--- config.mk ---
export PLATFORM = sky130hd
export DESIGN_NAME = fs_ram
export DESIGN_NICKNAME = d
export VERILOG_FILES = /design/src/rtl/fs_ram.sv
export SDC_FILE = /design/constraint.sdc
export NUM_CORES = 1
export LEC_CHECK = 0
export BUFFER_PORTS_ARGS = -buffer_cell sky130_fd_sc_hd__buf_4
export CORE_MARGIN = 3
export CORE_UTILIZATION = 34
export DETAILED_ROUTE_END_ITERATION = 7
export GPL_ROUTABILITY_DRIVEN = 0
export PLACE_DENSITY_LB_ADDON = 0.1
export SYNTH_ARGS = -nofsm -noshare
export SYNTH_HDL_FRONTEND = slang
export SYNTH_SLANG_ARGS = --single-unit
export TNS_END_PERCENT = 50
--- constraint.sdc ---
create_clock -name clk -period 4.05 [get_ports clk]
set_input_delay 0.81 -clock clk [delete_from_list [all_inputs] [get_ports clk]]
set_output_delay 0.81 -clock clk [all_outputs]
set_load 0.1 [all_outputs]
--- src/rtl/fs_ram.sv ---
// ----------------------------------------------------------------------------
// fs_ram
// Generic single-write, single-read memory with a registered read port.
// ----------------------------------------------------------------------------
`default_nettype none

module fs_ram #(
	parameter int WIDTH = 8,
	parameter int DEPTH = 16
) (
	input  wire logic                     clk,
	input  wire logic                     we,
	input  wire logic [$clog2(DEPTH)-1:0] waddr,
	input  wire logic [WIDTH-1:0]         wdata,
	input  wire logic [$clog2(DEPTH)-1:0] raddr,
	output logic      [WIDTH-1:0]         rdata
);

	logic [WIDTH-1:0] mem [DEPTH];

	always_ff @(posedge clk) begin
		if (we) begin
			mem[waddr] <= wdata;
		end
		rdata <= mem[raddr];
	end

endmodule

`default_nettype wire

# After elaboration in Yosys (flattened, before gate mapping)
# Memories as Yosys holds them, arrays and structs flattened. A register that Yosys moved wholly into a read port is not among the register bits.
# Cells that the tools add are included.
[word_totals] register_bits=0 out_inout_bits=8 ram_bits=128 n_memories=1
[memory_table] memory="mem" words=16 word_bits=8 read_ports=1 rd_ports_with_merged_regs=1 wr=1 line="19" source="logic [WIDTH-1:0] mem [DEPTH];"
[classes] n_mux=2
[ops] op="two-way mux 1 bit" count=2

# Longest topological paths before layout
# Gate-level depths: netlist of run 1.
[logic_depth] word_depth=2 depth_mapped=5 depth_no_buf=3

# Worst setup path after synthesis of run 1
# Ideal clock, no wire load.
[synth_timing] path_type="input to register" start="in waddr[2]" end="mem mem[0][0], enable pin" path_slack_ns=1.747 arrival_ns=1.920 n_path_buf=0 path_stages=2 path_cell_list="or3b_2 nor3_1"
[synth_rtl] element="start, declared" line="13" source="input wire logic [$clog2(DEPTH)-1:0] waddr,"
[synth_rtl] element="end, declared" line="19"
# No word-level cell before the write port.

==> results.txt, run 1 <==
* Most instantiated flip-flop cell in the synthesis netlist: edfxtp_1
- Headroom to the max-slew limit came out at 33.6%.
* Worst r2r dst: rdata[6]$_DFF_P_
* HPWL after DPL: 6720 um
- FF-to-FF setup slack: 2.67 ns
- Pleak: 2.04 nW
- Drt initial violations: 216
* CTS tree: built
- Run status: finished clean
- Final net count: 284
- Register area share after synthesis: 77.8%
- Summed over all nets, wire length on met2 after detailed routing comes to 4880 um.
- In the final routed layout, each cell accounts on average for 23.3 um.
- Number of antenna violations at the first check in global routing: 0
- Met3 Wirelength: 527 um
- Pin count of the biggest net entering global routing: 33
* Global route overflow: 0
- The number of pins with negative max-slew slack in the final report came to 0.
- Core box area: 14700 um^2
* Fraction of final layout cells sized beyond drive strength 1: 27.6%
* Area contributors post-synth: edfxtp_1, mux4_2, mux4_1
- The via count of the first global-routing pass is 2508.
- Sinks on Clock Net: 136
* Via-per-instance ratio: 5.08
* Number of hold-repair buffers added at the cts stage: 0
* IO buf count: 25
- For the worst setup path, the data arrival time is 2.39 ns.
- Uppermost metal layer occupied by signal nets: met4
- 26 I/O pins were placed.
* Min Tclk post-route: 2.09 ns
- Die Span Y: 129 um
- DR DRC count: 0
- Summed over all layers, the routed wires come to 10800 um.
- After floorplanning, the core was divided into 44 placement rows.
- Area of the die: 16700 um^2
- Number of CTS-inserted buffers: 17
- The number of endpoints with negative hold slack in the final report was 0.
- In this design, the stage delay of the slowest critical-path cell is 0.63 ns.
* Pre-CTS setup slack: 1.41 ns
- Final design area excluding fillers: 6150 um^2
- The first global-routing pass estimated 16400 um of wire.
* Area added between synthesis and finish: 19.5%
- For this run, the total global-route usage over all layers was measured as 14.3%.
- Router iterations before antenna repair: 4
- RSZ-0062 raised after global routing: no
- The startpoint identified for the worst register-to-register timing path is mem[0][6]$_DFFE_PP_.
- Yosys mapped a number of flops with a built-in enable equal to 128.
- In this run the power density over the cells is 561 nW/um^2.
- The clock passes through at most 2 buffers.
- In the synthesized netlist the async set-or-reset flop fraction comes to 0%.
* Slew at the pin closest to its max-slew limit: 0.992 ns
* Average cell area after synthesis: 22.5 um^2
- Gates resized during post-CTS repair numbered 0.
- Number of distinct standard cells referenced by the synthesized netlist: 19
- STA classifies the critical path endpoint as a flip-flop.
* Req. time, crit path: 4.35 ns
* Cell area after synthesis: 5150 um^2
- Series of cell instances along the critical path: buf_4, mux4_1, a22oi_1, nand2_1
- The worst hold path begins at mem[15][7]$_DFFE_PP_.
* Maximum fanout along the worst path: 32
- The initial utilization of the core area, before any placement, comes to 35.0%.
- Antenna cells: 0
- Setup violations remaining at the end of the flow were counted as 0.
* Capture endpoint of the worst hold path: rdata[7]$_DFF_P_
* Hold WS: 0.661 ns
* H-tree depth: 4
- The worst register-to-register path has a depth of 3.
- From left edge to right edge, the die measures 129 um.
- The synthesized design devotes to its leading area cell type 74.7% of total area.
* Via count of the routed design: 2350
- After detailed placement, the total cell area comes to 5500 um^2.
- Clock latency on the worst-skew pair, taken at its later pin, is 0.42 ns.
- The tightest min-delay check is of the flip-flop to flip-flop type.
- Among all stages on the critical path, the largest delay is contributed by mux4_1.
* Flops & latches, synth: 136
- STA classifies the critical path startpoint as a primary input.
- Top cell type by total area after synthesis: edfxtp_1
- Maximum resistive drop on vdd: 0.415 mV
* Most common cell after layout, fill and taps aside: edfxtp_1
- Routed length on met1: 5180 um
* Number of warning messages in the yosys log: 0
* Top library cells by usage in the layout, fill and taps aside: edfxtp_1, buf_4, mux4_2, clkbuf_16, a22oi_1
- Hold depth: 3
- Synthesis produced 229 cells.
* Setup TNS Final: 0 ns
* Crit path setup slack, layout: 1.96 ns
* Maximum achievable frequency: 478 MHz
- Counting every net in the synthesized netlist gives 247.
- Number of max-cap violations: 0
* Post-route clock skew: 0.00565 ns
* Clock-pin slew on the worst setup and hold paths: 0.06 ns
- Antenna violation net count after detailed routing: 0
- Type of the worst setup path: primary input to flip-flop
* Post-CTS setup buffer count: 0
- The worst path uses 51.6% of the clock period.
- The cell sitting at the root of the clock tree is a clkbuf_16.
cell families (layout without fill, tap and decap cells):
group | Yosys count | in the layout | synth area share (%)
buf+inv | 10 | 60 | 1.68
simple gates | 35 | 35 | 3.18
mux | 32 | 32 | 15.0
flops | 136 | 136 | 77.8
compound gates | 16 | 16 | 2.33
synthesized netlist by cell type (3+ instances only):
master,count
mux4_1,14
mux4_2,18
dfxtp_1,8
nor3_1,4
buf_2,3
buf_6,3
a22oi_1,16
nor2_1,13
edfxtp_1,128
nand2_1,9
clkdlybuf4s25_2,3
worst max-delay path: cells and delay by family:
family,cells,cell delay (ns)
and+or+nand+nor,1,0.08
AOI/OAI and AO/OA,1,0.33
buffers and inverters,1,0.50
muxes,1,0.63
power by group:
| group | switching, W | internal, W |
|---|---|---|
| registers | 0.0000111 | 0.00157 |
| logic | 0.000152 | 0.0000667 |
| clock network | 0.000537 | 0.00111 |
through the flow:
stage / std cells / total power (W) / utilization (%)
3_5_place_dp: 431 / 0.00184 / 37.4
6_report: 463 / 0.00345 / 41.8
2_1_floorplan: 229 / 0.00176 / -
5_1_grt: 463 / 0.00358 / 41.8
3_3_place_gp: 431 / 0.00183 / 37.4
4_1_cts: 463 / 0.00349 / 41.8
flip-flops by register name, summed over array words and instances (netlist names):
signal,cells
mem,128
rdata,8
layer usage:
| metal | vias up | global-route usage, % |
|---|---|---|
| met5 | - | 0 |
| li1 | 1049 | - |
| met4 | 0 | 5.74 |
| met3 | 13 | 4.74 |
| met2 | 55 | 20.4 |
| met1 | 1233 | 20.2 |
cell type report:
type / instances / area (um^2)
clock inverters: 7 / 138
well taps: 184 / 230
clock buffers: 25 / 505
fillers: 1284 / 8550
multi-input cells: 83 / 1060
flip-flops and latches: 136 / 4000
repair buffers: 28 / 210
worst max-delay path by stage:
| stage | to | from | slack [ns] |
|---|---|---|---|
| detailed placement | mem[4][4]$_DFFE_PP_ | waddr[3] | 1.41 |
| finish | rdata[1]$_DFF_P_ | raddr[0] | 1.96 |
| CTS | mem[4][4]$_DFFE_PP_ | waddr[3] | 1.84 |
| global route | rdata[3]$_DFF_P_ | raddr[0] | 1.86 |
| floorplan | mem[0][0]$_DFFE_PP_ | waddr[2] | 1.75 |
| global placement | mem[4][2]$_DFFE_PP_ | waddr[3] | 1.39 |
No activity file was read; power rests on OpenSTA's default activity.
==> inputs of run 2 (changes only) <==
==> constraint.sdc (replaced) <==
create_clock -name clk -period 1.85 [get_ports clk]
set_input_delay 0.37 -clock clk [delete_from_list [all_inputs] [get_ports clk]]
set_output_delay 0.37 -clock clk [all_outputs]
set_load 0.1 [all_outputs]
==> run 2 against run 1 <==
Die area unchanged. First-iteration DRC count shrank 13%. Critical path depth decreased by 3. Power increased by 100%. Highest routed layer unchanged. Critical path type is now flip-flop to primary output. Wire length up 0.45%.
==> results.txt, run 2 (synthesis results as in run 1) <==
* Run status: finished clean
- Number of max-cap violations: 0
- Starting Density: 35.0%
* Maximum resistive drop on vdd: 0.630 mV
* Clock latency of the later-clocked register in the worst-skew pair: 0.41 ns
- Arrival time of data at the critical path endpoint: 1.09 ns
- Series of cell instances along the critical path: buf_4
- Counting the buffers created by CTS gives 17.
- The number of pins with negative max-slew slack in the final report came to 0.
- Across every metal layer, demand over resource in global routing totals 14.1%.
- TritonCTS built the clock tree.
* Req. time, crit path: 1.48 ns
- Switching power share of the total: 21.8%
- The number of hold buffers added after CTS was 0.
* Antenna cells: 0
* Busiest layer in global routing: met2
- Detailed placement finished with a half-perimeter wire length of 7140 um.
- In the global route stage, met1 resource usage came out at 20.2%.
- Counting along the longest clock path gives a buffer depth of 2.
* Pleak: 2.13 nW
* Setup TNS Final: 0 ns
* Die extent in x: 129 um
* Core box area: 14700 um^2
* Relative slew slack: 45.5%
- Final design area excluding fillers: 6240 um^2
- Power share of the sequential group: 50.4%
- Buffer and inverter count on the worst path: 1
- Mean routed wirelength per cell: 22.2 um
- Compared with the post-synthesis result, the final layout area differs by 21.3%.
- Clock network fraction of design power: 42.2%
- Sinks on Clock Net: 136
- Once placement finished, the instance area stood at 5740 um^2.
- Setup repair after global routing left no endpoint under its margin.
* Via count of the routed design: 2464
- For the pin with the worst max-slew slack, the measured transition is 0.816 ns.
* Gate family responsible for the most delay along the worst path: flip-flops
* Number of global-route vias before repair: 2591
* Type of the worst setup path: flip-flop to primary output
* Maximum fanout along the worst path: 1
- Pin count of the biggest net entering global routing: 18
- Leaving out fill and tap cells, the most frequent cell in the layout is edfxtp_1.
- The number of endpoints with negative hold slack in the final report came to 0.
- The register with the most flip-flops in the final layout is mem.
- Row generation in the floorplan step produced 44 rows.
- Final net count: 308
- Number of filler instances in the final layout: 1308
* DR DRC count: 0
* Die Span Y: 129 um
- Clock-pin slew on the worst setup and hold paths: 0.05 ns
- Post-CTS setup buffer count: 0
* H-tree depth: 4
- The first global-routing pass estimated 16400 um of wire.
* Antenna violation net count after detailed routing: 0
- Global-route met3 utilization: 4.37%
* Count of final setup violators: 0
* Resized cells post-CTS: 0
- CP Capture Type: primary output
- The root buffer cell chosen for the clock tree is clkbuf_16.
- Global route overflow: 0
- Peak per-stage delay on the critical path: 0.36 ns
- In this run, the combinational gates consume 7.4% of the power.
* Number of antenna violations at the first check in global routing: 0
- CP max-delay cell: dfxtp_1
* Drt initial violations: 188
- Summed over all nets, the switching power comes to 0.00150 W.
* Launching element type of the critical path: flip-flop
- Dividing total power by cell area gives a power density of 1100 nW/um^2.
- Of the cells placed in the final design, the portion with a size suffix greater than 1 is 31.4%.
- The largest registers in the layout are mem (128), rdata (8).
* Post-route clock skew: 0.00574 ns
* Global-route met2 utilization: 20.5%
- Tcrit/Tclk final: 78.7%
- In this run the worst hold path is classified as primary input to flip-flop.
- The die covers 16700 um^2.
* Min Tclk post-route: 1.46 ns
* Max FFs per register: 128
- I/O pin cnt: 26
- IO buf count: 25
* Detailed Route WL: 10800 um
* Top library cells by usage in the layout, fill and taps aside: edfxtp_1, buf_4, mux4_2, clkbuf_16, a22oi_1
- Derived from the worst setup path, the maximum achievable clock frequency is 687 MHz.
- Router iterations before antenna repair: 6
* Via-per-instance ratio: 5.06
- The internal power of the cells totals 0.00539 W.
## run 2: power groups by stage
stage | Combinational, W | Clock [W] | Sequential, W
4_1_cts | 0.000522 | 0.00299 | 0.00347
3_5_place_dp | 0.000521 | 0 | 0.00353
3_3_place_gp | 0.000519 | 0 | 0.00353
2_1_floorplan | 0.000175 | 0 | 0.00367
5_1_grt | 0.000544 | 0.00313 | 0.00347
6_report | 0.000510 | 0.00291 | 0.00347
## run 2: stage by stage
step | total power [W] | setup WS [ns] | utilization, % | hold WS (ns) | cells
finish | 0.00689 | 0.394 | 42.5 | 0.266 | 487
global route | 0.00715 | 0.350 | 42.5 | 0.263 | 487
CTS | 0.00698 | 0.362 | 42.5 | 0.255 | 487
detailed placement | 0.00405 | 0.0127 | 39.0 | 0.668 | 455
global placement | 0.00405 | 0.0359 | 39.0 | 0.669 | 455
floorplan | 0.00385 | 0.214 | - | 0.469 | 229
## run 2: cell type report
type                    count  area, um^2  share of cell area (%)
flip-flops and latches    136        4000                    64.1
multi-input cells          83        1060                    17.0
clock buffers              27         483                    7.74
repair buffers             52         440                    7.05
well taps                 184         230                    3.69
clock inverters             5        23.8                   0.381
## run 2: metal layers
metal / wire [um] / up-vias
met1: 5430 / 1304
met3: 409 / 10
met4: 119 / 0
met5: 0 / -
met2: 4870 / 49
li1: - / 1101
## run 2: final timing paths
| check | end | cells after the start | slack (ns) | from |
|---|---|---|---|---|
| max | rdata[0] | 1 | 0.39 | rdata[0]$_DFF_P_ |
| min | mem[5][1]$_DFFE_PP_ | 1 | 0.27 | wdata[1] |
| max reg2reg | rdata[5]$_DFF_P_ | 3 | 0.40 | mem[1][5]$_DFFE_PP_ |
| min reg2reg | rdata[0]$_DFF_P_ | 3 | 0.68 | mem[7][0]$_DFFE_PP_ |
==> inputs of run 3 (changes only) <==
==> constraint.sdc (replaced) <==
create_clock -name clk -period 1.2 [get_ports clk]
set_input_delay 0.24 -clock clk [delete_from_list [all_inputs] [get_ports clk]]
set_output_delay 0.24 -clock clk [all_outputs]
set_load 0.1 [all_outputs]
==> run 3 against run 2 <==
The flow now finishes with violations (negative setup slack). Global-route usage increased by 0.23 points. First-iteration DRC count increased by 6.4%. Via count decreased by 0.45%. Flip-flop and latch count unchanged. Register-to-register slack got worse by 0.48 ns. Wire length decreased by 1.0%. Critical endpoint is now rdata[1]$_DFF_P_.
==> results.txt, run 3 (synthesis results as in run 1) <==
- Run status: complete, but fails checks
- Violated checks: negative setup slack
- The via count of the first global-routing pass was 2662.
* Starting Density: 35.0%
- Antenna violation net count after detailed routing: 0
- Biggest regs: mem (128), rdata (8)
* I/O pin cnt: 26
- At the later pin of the worst-skew pair, clock insertion delay measures 0.41 ns.
* Area added between synthesis and finish: 29.5%
- DR DRC count: 0
- Crit path setup slack, layout: -0.0827 ns
- Headroom to the max-slew limit came out at 66.9%.
* Die Span Y: 129 um
- Summing over every cut layer, the via total after detailed routing is 2453.
- Number of antenna violations at the first check in global routing: 0
- Mean routed wirelength per cell: 21.3 um
- The die covers 16700 um^2.
- After filler insertion, the fill cell instance count of the layout stands at 1247.
- The H-tree was split into 4 levels.
- Max clock buf depth: 2
- Pin count of the biggest net entering global routing: 17
- Antenna cells: 0
- The count of cells in the finished layout, fillers not included, comes to 504.
- Top library cells by usage in the layout, fill and taps aside: edfxtp_1, buf_4, mux4_2, buf_12, clkbuf_16
- Global routing used 14.3% of the available tracks.
- Hold crit path type: primary input to flip-flop
* CTS tree: built
* Pleak: 2.25 nW
- Max FFs per register: 128
* Final count of pins violating max slew: 0
* Source of the worst register-to-register timing path: mem[11][1]$_DFFE_PP_
- The number of endpoints with negative hold slack in the final report is 0.
- In this run, placement finished with an instance count of 474.
- The final critical path takes up 107% of the cycle.
- Slew at the pin closest to its max-slew limit: 0.494 ns
- Clock Tree Root: clkbuf_16
- Number of max-cap violations: 0
* Register name with the most flops: mem
- Maximum achievable frequency: 780 MHz
* First-pass GRT wire length: 16600 um
- The clock drives 136 sinks.
* Number of CTS-inserted buffers: 17
- Setup repair after global routing could not meet its margin everywhere.
* Clock-pin slew on the worst setup and hold paths: 0.05 ns
- Type of the worst setup path: flip-flop to flip-flop
- Power density cells: 1650 nW/um^2
* IO buf count: 25
- Count of final setup violators: 8
* Detailed Route WL: 10700 um
- The floorplan step defined a core boundary enclosing 14700 um^2.
* Setup TNS Final: -0.338 ns
* Fraction of final layout cells sized beyond drive strength 1: 47.8%
- Number of hold-repair buffers added at the cts stage: 0
* Most common cell after layout, fill and taps aside: edfxtp_1
- HPWL after DPL: 7380 um
- Min Tclk post-route: 1.28 ns
- Drt initial violations: 200
- Before antenna repair, the detailed router went through 4 iterations.
- In this run the worst path has a maximum fanout of 1.
* Number of cell rows: 44
- Die extent in x: 129 um
- At the worst endpoint, the required time is 1.49 ns.
* Post-route clock skew: 0.00587 ns
- The most critical setup path has its startpoint at mem[11][1]$_DFFE_PP_.
* Arrival time of data at the critical path endpoint: 1.57 ns
- Post-CTS setup buffer count: 0
* Final net count: 326
- Launching element type of the critical path: flip-flop
* Maximum resistive drop on vdd: 0.948 mV
- Global route overflow: 0
- In this run the most critical hold path is launched from wdata[4].
- Via-per-instance ratio: 4.87
- STA classifies the critical path endpoint as a flip-flop.
==> run 3: cell types whose count changed in the layout (fill, tap and decap cells not counted), moves of 3 or more <==
cell      delta
buf_12      +16
mux4_1      -14
mux4_2      +14
a22oi_1     -12
a22oi_2     +12
dfxtp_1      -7
dfxtp_2      +6
clkbuf_8     +3
nor2_1       -3
nor2_4       +3
==> run 3: power breakdown <==
group          leakage [nW]  switching (W)  internal (W)
logic                 0.756       0.000556      0.000428
registers              1.22      0.0000474       0.00532
clock network         0.264        0.00175       0.00290
==> run 3: final timing paths <==
check,slack (ns),cells after the start,to
worst max register to register,-0.08,3,rdata[1]$_DFF_P_
worst max-delay path,-0.08,3,rdata[1]$_DFF_P_
worst min register to register,0.67,3,rdata[3]$_DFF_P_
worst min-delay path,0.13,1,mem[11][4]$_DFFE_PP_
==> run 3: timing repair <==
item,4_1_cts,5_1_grt
pin swaps,8,0
endpoints found under the setup margin,16,14
resized for setup,45,2
==> run 3: through the flow <==
| stage | hold slack [ns] | total power [W] | setup slack [ns] | cell area, um^2 | utilization (%) |
|---|---|---|---|---|---|
| global route | 0.126 | 0.0114 | -0.167 | 6670 | 45.4 |
| floorplan | 0.339 | 0.00597 | -0.173 | 5190 | - |
| detailed placement | 0.558 | 0.00634 | -0.490 | 5980 | 40.7 |
| finish | 0.129 | 0.0110 | -0.0827 | 6670 | 45.4 |
| global placement | 0.551 | 0.00633 | -0.496 | 5980 | 40.7 |
| CTS | 0.118 | 0.0111 | -0.132 | 6660 | 45.3 |
==> run 3: routing by layer <==
metal  GRT usage (%)  up-vias  part of all wire (%)
li1                -     1113                     -
met1            19.5     1284                    48
met2            21.6       46                    47
met3            4.78       10                   4.0
met4            5.37        0                   1.2
met5               0        -                     0
==> run 3: worst max-delay path, stage by stage (launching register included) <==
cell      delay [ns]
edfxtp_1        0.36
mux4_2          0.49
a22oi_2         0.21
nand2_1         0.10
==> run 3: final cells by class <==
class	instances	area [um^2]	area share, %
well taps	184	230	3.45
flip-flops and latches	136	4020	60.2
repair buffers	70	776	11.6
clock inverters	3	18.8	0.281
multi-input cells	83	1110	16.7
clock buffers	28	517	7.75
