==> config.mk <==
export PLATFORM = sky130hd
export DESIGN_NAME = fs_modmul
export DESIGN_NICKNAME = d
export VERILOG_FILES = /design/src/rtl/fs_pkg.sv /design/src/rtl/fs_modmul.sv
export SDC_FILE = /design/constraint.sdc
export NUM_CORES = 1
export LEC_CHECK = 0
export BUFFER_PORTS_ARGS = -buffer_cell sky130_fd_sc_hd__buf_2
export CAP_MARGIN = 20
export CORE_UTILIZATION = 30
export CTS_BUF_LIST = sky130_fd_sc_hd__clkbuf_8 sky130_fd_sc_hd__clkbuf_16
export CTS_CLUSTER_DIAMETER = 100
export DETAILED_ROUTE_END_ITERATION = 12
export GPL_ROUTABILITY_DRIVEN = 0
export HOLD_SLACK_MARGIN = 0.05
export SLEW_MARGIN = 20
export SYNTH_ARGS = -nofsm -noshare
export SYNTH_HDL_FRONTEND = slang
export SYNTH_SLANG_ARGS = --single-unit
==> constraint.sdc <==
create_clock -name clk -period 10.7 [get_ports clk]
set_clock_uncertainty 0.1 [all_clocks]
set_input_delay 2.675 -clock clk [delete_from_list [all_inputs] [get_ports clk]]
set_output_delay 2.675 -clock clk [all_outputs]
set_load 0.02 [all_outputs]
==> src/rtl/fs_pkg.sv <==
// ----------------------------------------------------------------------------
// fs_pkg
// Shared widths, codes, state encoding and the request bundle of the serial
// modular multiplier used by the Fermat sketch block.
// ----------------------------------------------------------------------------
`default_nettype none

package fs_pkg;

	localparam int P_W        = 31;
	localparam int CNT_W      = 32;
	localparam int IDX_W      = 5;
	localparam int SLOT_W     = 7;
	localparam int SLOTS      = 128;
	localparam int ENTRY_W    = CNT_W + P_W;
	localparam int ROW_DEPTH_DEF = 16;
	localparam int HASH_OFFSET   = 2;
	localparam int MM_STEPS_W    = 5;

	localparam logic [P_W-1:0] PRIME_RESET = 31'h7FFF_FFFF;
	localparam logic [P_W-1:0] PRIME_MIN   = 31'd3;

	typedef enum logic [1:0] {
		OP_INS_A  = 2'd0,
		OP_INS_B  = 2'd1,
		OP_DECODE = 2'd2,
		OP_NONE   = 2'd3
	} op_t;

	typedef enum logic [4:0] {
		S_IDLE,
		S_KEY,
		S_HASH,
		S_HMOD,
		S_IRD,
		S_IWAIT,
		S_IRED,
		S_DRD_A,
		S_DRD_B,
		S_DCMP,
		S_DIA,
		S_DIB,
		S_DM,
		S_PSTEP,
		S_PMW,
		S_PSQ,
		S_PFIN,
		S_EMIT,
		S_NEXT,
		S_MARK
	} state_t;

	typedef struct packed {
		logic             start;
		logic [P_W-1:0]   a;
		logic [CNT_W-1:0] b;
		logic [P_W-1:0]   m;
	} mm_req_t;

	typedef struct packed {
		logic           done;
		logic [P_W-1:0] res;
	} mm_rsp_t;

endpackage

`default_nettype wire

==> src/rtl/fs_modmul.sv <==
// ----------------------------------------------------------------------------
// fs_modmul
// Bit-serial modular multiplier: computes (a * b) mod m one bit of b per
// cycle, most significant bit first. Requires a <= m.
// ----------------------------------------------------------------------------
`default_nettype none

module fs_modmul (
	input  wire logic            clk,
	input  wire logic            arst_n,
	input  wire fs_pkg::mm_req_t req,
	output fs_pkg::mm_rsp_t      rsp
);

	logic                          busy_q;
	logic                          done_q;
	logic [fs_pkg::MM_STEPS_W-1:0] cnt_q;
	logic [fs_pkg::P_W-1:0]        r_q;
	logic [fs_pkg::P_W-1:0]        a_q;
	logic [fs_pkg::P_W-1:0]        m_q;
	logic [fs_pkg::CNT_W-1:0]      b_q;
	logic [fs_pkg::CNT_W-1:0]      dbl;
	logic [fs_pkg::CNT_W-1:0]      sum;
	logic [fs_pkg::CNT_W-1:0]      mext;

	always_comb begin
		mext = {1'b0, m_q};
		dbl  = {r_q, 1'b0};
		if (dbl >= mext) begin
			dbl = dbl - mext;
		end
		sum = dbl + (b_q[fs_pkg::CNT_W-1] ? {1'b0, a_q} : '0);
		if (sum >= mext) begin
			sum = sum - mext;
		end
	end

	always_ff @(posedge clk or negedge arst_n) begin
		if (!arst_n) begin
			busy_q <= 1'b0;
			done_q <= 1'b0;
			cnt_q  <= '0;
		end else begin
			done_q <= 1'b0;
			if (req.start) begin
				busy_q <= 1'b1;
				cnt_q  <= '0;
			end else if (busy_q) begin
				cnt_q <= cnt_q + 1'b1;
				if (cnt_q == '1) begin
					busy_q <= 1'b0;
					done_q <= 1'b1;
				end
			end
		end
	end

	always_ff @(posedge clk) begin
		if (req.start) begin
			r_q <= '0;
			a_q <= req.a;
			b_q <= req.b;
			m_q <= req.m;
		end else if (busy_q) begin
			r_q <= sum[fs_pkg::P_W-1:0];
			b_q <= {b_q[fs_pkg::CNT_W-2:0], 1'b0};
		end
	end

	assign rsp.done = done_q;
	assign rsp.res  = r_q;

endmodule

`default_nettype wire

**After elaboration in Yosys (flattened, before gate mapping)**

Index checks and enable logic that the tools add are counted.

- Add/subtract/negate cells: 4
- Shift-type cells: 0
- $mul: 0
- Reductions and logical operators: 1
- Muxes and demuxes: 13
- Divide/modulo/power cells: 0
- Equality and inequality tests: 1
- Bitwise operators: 0
- Magnitude comparators: 2

Operator list:

| cell | count |
|---|---|
| 32-bit 2-to-1 mux | 3 |
| 32-bit by 31-bit >= comparator with 1-bit output | 2 |
| 31-bit 2-to-1 mux | 2 |
| 32-bit by 31-bit adder with 32-bit output | 1 |
| 32-bit by 31-bit subtractor with 32-bit output | 1 |
| 31-bit subtractor | 1 |
| 5-bit 2-to-1 mux | 2 |
| 1-bit 2-to-1 mux | 6 |
| 5-bit by 1-bit adder with 5-bit output, second input constant | 1 |
| 5-bit equality test, second input constant | 1 |
| 2-bit nonzero test | 1 |

- Latch bits: 0
- Output and inout bits: 32
- Bits in writable memories: 0
- Bits in registers: 132
- ROM bits: 0
- Memories kept: 0

**Logic depth before layout (Yosys ltp)**

Gate-level depths: netlist of run 1.

- Depth after elaboration: 5
- Gate-level depth with buffers: 36
- Mapped depth without buffers: 32

**Worst setup path before layout of run 1**

OpenSTA, ideal clock, no wires.

- Kind: register to register
- Start: register r_q[0] (netlist name)
- End: register r_q[2] (netlist name)
- Setup time: 0.122 ns
- Stages on the path, launching flop included: 34
- Path buffers: 4
- Slack: 3.175 ns
- Required time: 10.478 ns
- Arrival: 7.303 ns
- Clock period less this slack: 7.525 ns
- Cells stage by stage: dfxtp_1 fa_1 a211oi_1 o21ai_0 o211ai_1 o21ai_0 a21oi_1 a21o_1 clkbuf_1 clkbuf_1 clkbuf_1 nor2_1 ha_1 inv_1 fa_1 nor2b_1 o31a_1 a41o_1 o32ai_1 o311a_1 o21ai_0 xnor2_1 ha_1 o21a_1 nor2_1 o31ai_1 and2_1 o31a_1 o31ai_1 or3b_1 mux2i_4 buf_6 nor3_1 a311o_1

- Cells in the longest elaborated chain, start to end: 5

RTL lines:

| item | RTL line | RTL |
|---|---|---|
| start: declaration | fs_modmul.sv:18 | `logic [fs_pkg::P_W-1:0] r_q;` |
| start signal: assignment | fs_modmul.sv:65 | `r_q <= sum[fs_pkg::P_W-1:0];` |
| 32-bit by 31-bit subtractor with 32-bit output or 32-bit by 31-bit >= comparator with 1-bit output (tied branches) | fs_modmul.sv:30, fs_modmul.sv:29 |  |
| 32-bit 2-to-1 mux * | fs_modmul.sv:29 | `if (dbl >= mext) begin` |
| 32-bit by 31-bit adder with 32-bit output * | fs_modmul.sv:32 | `sum = dbl + (b_q[fs_pkg::CNT_W-1] ? {1'b0, a_q} : '0);` |
| 31-bit subtractor or 32-bit by 31-bit >= comparator with 1-bit output (tied branches) | fs_modmul.sv:34, fs_modmul.sv:33 |  |
| 31-bit 2-to-1 mux * | fs_modmul.sv:33 | `if (sum >= mext) begin` |

Every way passes the cells marked *; elsewhere a longest branch is shown, timed or not.
A chain may end at the register's enable or synchronous reset.

**Final worst setup path of run 1**

- Start: register m_q[0] (netlist name)
- End: register r_q[14] (netlist name)

- Cells in the longest elaborated chain, start to end: 5

RTL lines:

| item | RTL line | RTL |
|---|---|---|
| start: declaration | fs_modmul.sv:20 | `logic [fs_pkg::P_W-1:0] m_q;` |
| start signal: assignment | fs_modmul.sv:63 | `m_q <= req.m;` |
| 32-bit by 31-bit subtractor with 32-bit output or 32-bit by 31-bit >= comparator with 1-bit output (tied branches) | fs_modmul.sv:30, fs_modmul.sv:29 |  |
| 32-bit 2-to-1 mux | fs_modmul.sv:29 |  |
| 32-bit by 31-bit adder with 32-bit output | fs_modmul.sv:32 |  |
| 31-bit subtractor or 32-bit by 31-bit >= comparator with 1-bit output (tied branches) | fs_modmul.sv:34, fs_modmul.sv:33 |  |
| 31-bit 2-to-1 mux * | fs_modmul.sv:33 |  |

Marks and branches as above.

==> out/metrics.csv, run 1 <==
metric;value;unit
status;finished clean;
cts_buffers;17;
synthAdderAreaFrac;12.29;%
rows;67;
cts_tree;yes;
fillers;3462;
pre_cts_ws;1.369;ns
cts_setup_buffers;0;
dp_hpwl;21.65;mm
max_cap_violations;0;
synth-seq-area-share;35.62;%
start_util;30.37;%
grt_max_degree;61;
async_flop_share;5.303;%
die_h;186.0;um
drcViolationCount;0;
vias;8605;
syn_nets;1285;
arrival;9.68;ns
relSlewSlack;39.05;%
netlist_area;10160;sq um
finalWirelength;28.30;mm
final_layout_size_suffix_gt1_share;17.04;%
synth_compound_area_share;21.48;%
first_global_vias;8193;
insertion_delay;0.43;ns
setup_viol;0;
holdPathStages;2;
cts_hold_buf;0;
max_freq;105.1;MHz
crit_family;compound AO/OA/AOI/OAI gates;
final_cell_mix;127 x buf_2, 95 x ha_1, 94 x edfxtp_1, 83 x nor2_1, 82 x nand2_1;
cts_root_buffer;clkbuf_16;
fin_crit;9.514;ns
viasPerCell;5.156;
hold_viol;0;
fin_setup_tns;0;ns
ant_nets;0;
nets;1404;
synth_edf_count;94;
ys_types;74;
antenna_found_initial;0;
hold_class;reg -> reg;
clock_sinks;132;
yosys_most_used_dff;edfxtp_1;
synthMuxAreaShare;5.937;%
yosys.area_share.xor_xnor;6.640;%
clockBufferDepth;2;
antennaDiodeCount;0;
synth_top_family_by_area;compound AO/OA/AOI/OAI gates;
rsz0062_at_grt;false;
synthCells;1090;
worst-setup-path-type;reg -> reg;
clkSlewWorstSetupHoldPaths;0.07;ns
avgSynthCellArea;9.319;sq um
io_buffer_count;128;
crit_path_frequent_cell;a211oi_1;
worstSetupStartpoint;m_q[0];
avgRoutedWirePerCell;16.95;um
critical_path.max_stage_delay;0.70;ns
grt_pass1_wl;44.63;mm
cp_num_buf_inv;2;
final_cells;1669;
area_delta_synth_final;16.52;%
worstHoldStart;r_q[21];
cp-start-kind;flip-flop;
cp.depth;30;
slew_violations;0;
crit_required;10.87;ns
ys_ff_latch;132;
core_area;33450;sq um
drt_iter0_markers;614;
fin_ws;1.186;ns
r2r_start;m_q[0];
min_period_over_period;88.91;%
cts_max_level;4;
end_kind;flip-flop;
crit_fanout;38;
ys_warn_count;0;
yosys.area_share.simple;14.12;%
rrSetupSlack;1.19;ns
crit_slowest_cell;mux2i_4;
dr.pass1.iters;5;
groute.usage.overall;16.80;%
die_x;186.0;um
final_common_cell;buf_2;
cts_resized;0;
worstMarginPinSlew;0.8951;ns
rr_worst_depth;30;
overflow;0;
dieArea;34600;sq um
numPlacedInstances;1638;
pin_count;129;
final cells by class:
class                   instances  area, sq um  share of cell area [%]
repair buffers                136        703.2                   5.941
clock inverters                14        150.1                   1.269
clock buffers                  17        425.4                   3.594
well taps                     448        560.5                   4.736
multi-input cells             860         6143                   51.91
flip-flops and latches        132         3620                   30.58
inverters                      62        232.7                   1.966
state kept, by name, summed over array words and instances (netlist names):
| signal | cells |
|---|---|
| done_q | 1 |
| busy_q | 1 |
| r_q | 31 |
| cnt_q | 5 |
| m_q | 31 |
| b_q | 32 |
| a_q | 31 |
per-stage QoR:
step	instance area, sq um	hold slack, ns	util, %
after global routing	11840	0.4464	35.38
final	11840	0.4257	35.38
after CTS	11840	0.4273	35.38
after detailed placement	11260	0.4179	33.66
after floorplan	10160	0.3930	-
after global placement	11260	0.4120	33.66
kinds of logic after synthesis:
kind of cell,count (synthesis)
AO/OA/AOI/OAI,332
AND/OR/NAND/NOR,298
flip-flops,132
buffers and inverters,98
adder cells (fa/ha/maj),98
XOR/XNOR,77
multiplexers,55
worst reg2reg max path, delay by kind of cell (launching register included):
family          cells  cell delay [ns]
compound gates     16             4.66
mux                 3             1.37
xor+xnor            1             0.20
fa+ha+maj           3             1.10
flops               1             0.43
simple gates        5             1.03
buf+inv             2             0.48
synth_stat cells, types with 3 or more instances:
master | n | area, sq um
nor3b_1 | 3 | 22.52
a211o_1 | 5 | 43.79
nor2b_1 | 4 | 25.02
o21bai_1 | 8 | 60.06
clkbuf_1 | 28 | 105.1
o311ai_0 | 5 | 43.79
a21oi_1 | 80 | 400.4
a2111oi_0 | 3 | 26.28
nor2_1 | 83 | 311.6
a31oi_1 | 3 | 18.77
o21ai_0 | 72 | 360.4
dfxtp_1 | 31 | 620.6
mux2i_1 | 22 | 220.2
o22ai_1 | 3 | 18.77
dfrtp_1 | 7 | 175.2
or3_1 | 3 | 18.77
o21ai_1 | 6 | 30.03
xor2_1 | 25 | 219.0
mux2_2 | 32 | 360.4
nand2_1 | 82 | 307.8
buf_6 | 3 | 33.78
and4_1 | 3 | 26.28
a211oi_1 | 35 | 262.8
and2_1 | 34 | 212.7
inv_1 | 62 | 232.7
and3_1 | 11 | 68.82
nand4_1 | 9 | 56.30
nand3_1 | 22 | 110.1
xnor2_1 | 52 | 455.4
nor4_1 | 8 | 50.05
a21o_1 | 41 | 307.8
a21boi_0 | 4 | 30.03
a311oi_1 | 5 | 43.79
o31a_1 | 6 | 52.55
o21a_1 | 15 | 112.6
nor3_1 | 15 | 75.07
o211ai_1 | 8 | 60.06
edfxtp_1 | 94 | 2823
ha_1 | 95 | 1189
nand2b_1 | 11 | 68.82
o31ai_1 | 8 | 60.06
fa_1 | 3 | 60.06
path summary, 6_finish.rpt:
check                      endpoint
min in group asynchronous  cnt_q[0]
setup / recovery            r_q[14]
hold / removal              r_q[21]
hold reg to reg             r_q[21]
max in group asynchronous    busy_q
setup reg to reg            r_q[14]
per-layer routing:
| layer | global-route usage, % | up-vias | wire [um] |
|---|---|---|---|
| met1 | 23.29 | 4040 | 13260 |
| met3 | 3.972 | 20 | 1926 |
| met2 | 26.06 | 251 | 12780 |
| met5 | 0 | - | 0 |
| met4 | 4.197 | 0 | 333 |
| li1 | - | 4294 | - |
Power of run 1 is not shown: default switching activity piles up to over one toggle a cycle in this logic, so the estimate is an artifact.
==> run 2, diff against run 1 <==
ABC_AREA = 1   (was unset)
CAP_MARGIN = unset   (was 20)
SLEW_MARGIN = unset   (was 20)
==> out/metrics.csv, run 2 <==
metric;value;unit;change
status;finished clean;;unchanged
end_kind;flip-flop;;unchanged
final_layout_size_suffix_gt1_share;10.11;%;was 17.04%
max_cap_violations;0;;unchanged
cts_buffers;17;;unchanged
finalWirelength;37.91;mm;was 28.30 mm
netlist_area;11310;sq um;was 10160 sq um
crit_path_frequent_cell;nand2_1;;was a211oi_1
multi_input_area;6599;sq um;was 6143 sq um
crit_required;11.00;ns;was 10.87 ns
synth.top_cell.area_share;24.95;%;was 27.79%
yosys.area.top_type;edfxtp_1;;unchanged
fin_crit;7.914;ns;was 9.514 ns
dr.pass1.iters;8;;was 5
yosys_most_used_dff;edfxtp_1;;unchanged
syn_nets;1853;;was 1285
drcViolationCount;0;;unchanged
cts_setup_buffers;0;;unchanged
regMostFlops;b_q;;unchanged
clock_sinks;132;;unchanged
nets;1973;;was 1404
grt_pass1_wl;59.29;mm;was 44.63 mm
critical_path.max_stage_delay;0.85;ns;was 0.70 ns
fin_setup_tns;0;ns;unchanged
io_buffer_count;128;;unchanged
cts_max_level;4;;unchanged
relSlewSlack;38.90;%;was 39.05%
synth_most_common_cell;nand2_1;;was ha_1
antenna_found_initial;4;;was 0
die_x;196.2;um;was 186.0 um
setup_viol;0;;unchanged
core_area;36870;sq um;was 33450 sq um
final_common_cell;nand2_1;;was buf_2
min_period_over_period;73.96;%;was 88.91%
ys_warn_count;0;;unchanged
arrival;8.21;ns;was 9.68 ns
ys_types;43;;was 74
final_cell_mix;559 x nand2_1, 250 x inv_1, 127 x buf_2, 119 x nor2_1, 104 x a21oi_1;;was 127 x buf_2, 95 x ha_1, 94 x edfxtp_1, 83 x nor2_1, 82 x nand2_1
overflow;0;;unchanged
synthCells;1658;;was 1090
clkSlewWorstSetupHoldPaths;0.07;ns;about the same
pre_cts_ws;2.952;ns;was 1.369 ns
vias;11420;;was 8605
holdPathStages;2;;unchanged
rsz0062_at_grt;false;;unchanged
start_util;30.68;%;was 30.37%
cts_hold_buf;0;;unchanged
rr_worst_depth;36;;was 30
slew_violations;0;;unchanged
cts_resized;0;;unchanged
regArea;3618;sq um;was 3620 sq um
die_h;196.2;um;was 186.0 um
ant_nets;0;;unchanged
synth_edf_count;94;;unchanged
cp-start-kind;flip-flop;;unchanged
ys_ff_latch;132;;unchanged
crit_fanout;36;;was 38
viasPerCell;4.974;;was 5.156
insertion_delay;0.46;ns;was 0.43 ns
worstMarginPinSlew;0.9155;ns;was 0.8951 ns
worst-setup-path-type;reg -> reg;;unchanged
groute.usage.overall;20.11;%;was 16.80%
crit_slowest_cell;clkinv_1;;was mux2i_4
dp_hpwl;30.46;mm;was 21.65 mm
avgRoutedWirePerCell;16.51;um;was 16.95 um
rows;70;;was 67
hold_viol;0;;unchanged
dieArea;38490;sq um;was 34600 sq um
cts_root_buffer;clkbuf_16;;unchanged
area_delta_synth_final;15.58;%;was 16.52%
synth_area_leaders;edfxtp_1 25%, nand2_1 19%, ha_1 11%;;was edfxtp_1 28%, ha_1 12%, dfxtp_1 6.1%
largest_register_ffs;32;;unchanged
clockBufferDepth;2;;unchanged
fin_ws;2.786;ns;was 1.186 ns
synth_common_cells;559 x nand2_1, 250 x inv_1, 121 x nor2_1, 104 x a21oi_1, 95 x ha_1;;was 95 x ha_1, 94 x edfxtp_1, 83 x nor2_1, 82 x nand2_1, 80 x a21oi_1
hold_class;reg -> reg;;unchanged
drt_iter0_markers;769;;was 614
synth-seq-area-share;31.99;%;was 35.62%
fillers;3935;;was 3462
first_global_vias;11020;;was 8193
max_freq;126.4;MHz;was 105.1 MHz
cts_tree;yes;;unchanged
async_flop_share;5.303;%;unchanged
pin_count;129;;unchanged
grt_max_degree;54;;was 61
avgSynthCellArea;6.823;sq um;was 9.319 sq um
run 2: final cells by class:
| type | count | area share, % |
|---|---|---|
| flip-flops and latches | 132 | 27.67 |
| clock buffers | 19 | 3.550 |
| well taps | 504 | 4.823 |
| inverters | 251 | 7.206 |
| clock inverters | 13 | 0.9378 |
| multi-input cells | 1241 | 50.47 |
| repair buffers | 135 | 5.321 |
| diodes | 1 | 0.01914 |
run 2: worst max-delay path, delay by kind of cell, from the launching register on:
family,cells,cell delay [ns]
compound gates,2,0.61
flops,1,0.34
buf+inv,6,1.24
simple gates,23,3.91
xor+xnor,1,0.27
fa+ha+maj,4,1.38
run 2: worst paths after layout:
kind,startpoint,to,slack (ns)
min in group asynchronous,arst_n,cnt_q[2],1.95
max in group asynchronous,arst_n,cnt_q[4],8.38
hold reg to reg,r_q[21],r_q[21],0.40
hold / removal,r_q[21],r_q[21],0.40
setup reg to reg,m_q[14],r_q[27],2.79
setup / recovery,m_q[14],r_q[27],2.79
run 2: through the flow:
stage / cell area [sq um] / instances / hold slack (ns) / utilization [%]
3_3_place_gp: 12490 / 2263 / 0.3778 / 33.86
6_report: 13080 / 2296 / 0.3987 / 35.46
5_1_grt: 13070 / 2295 / 0.4215 / 35.45
2_1_floorplan: 11310 / 1658 / 0.3856 / -
4_1_cts: 13070 / 2295 / 0.3948 / 35.45
3_5_place_dp: 12490 / 2263 / 0.3830 / 33.86
run 2: cells by family after synthesis:
family | synth area share (%)
adder cells (fa/ha/maj) | 11.04
XOR/XNOR | 4.955
AND/OR/NAND/NOR | 31.64
AO/OA/AOI/OAI | 10.65
flip-flops | 31.99
buffers and inverters | 9.722
run 2: per-layer routing:
metal  share of wire, %  global-route usage (%)  vias to the layer above
met5              0.063                       0                        -
met4                3.5                   8.652                        4
met3                8.0                   4.590                       80
met2                 45                   32.46                      469
met1                 44                   25.66                     5225
li1                   -                       -                     5643
Power of run 2 is left out for the same reason.
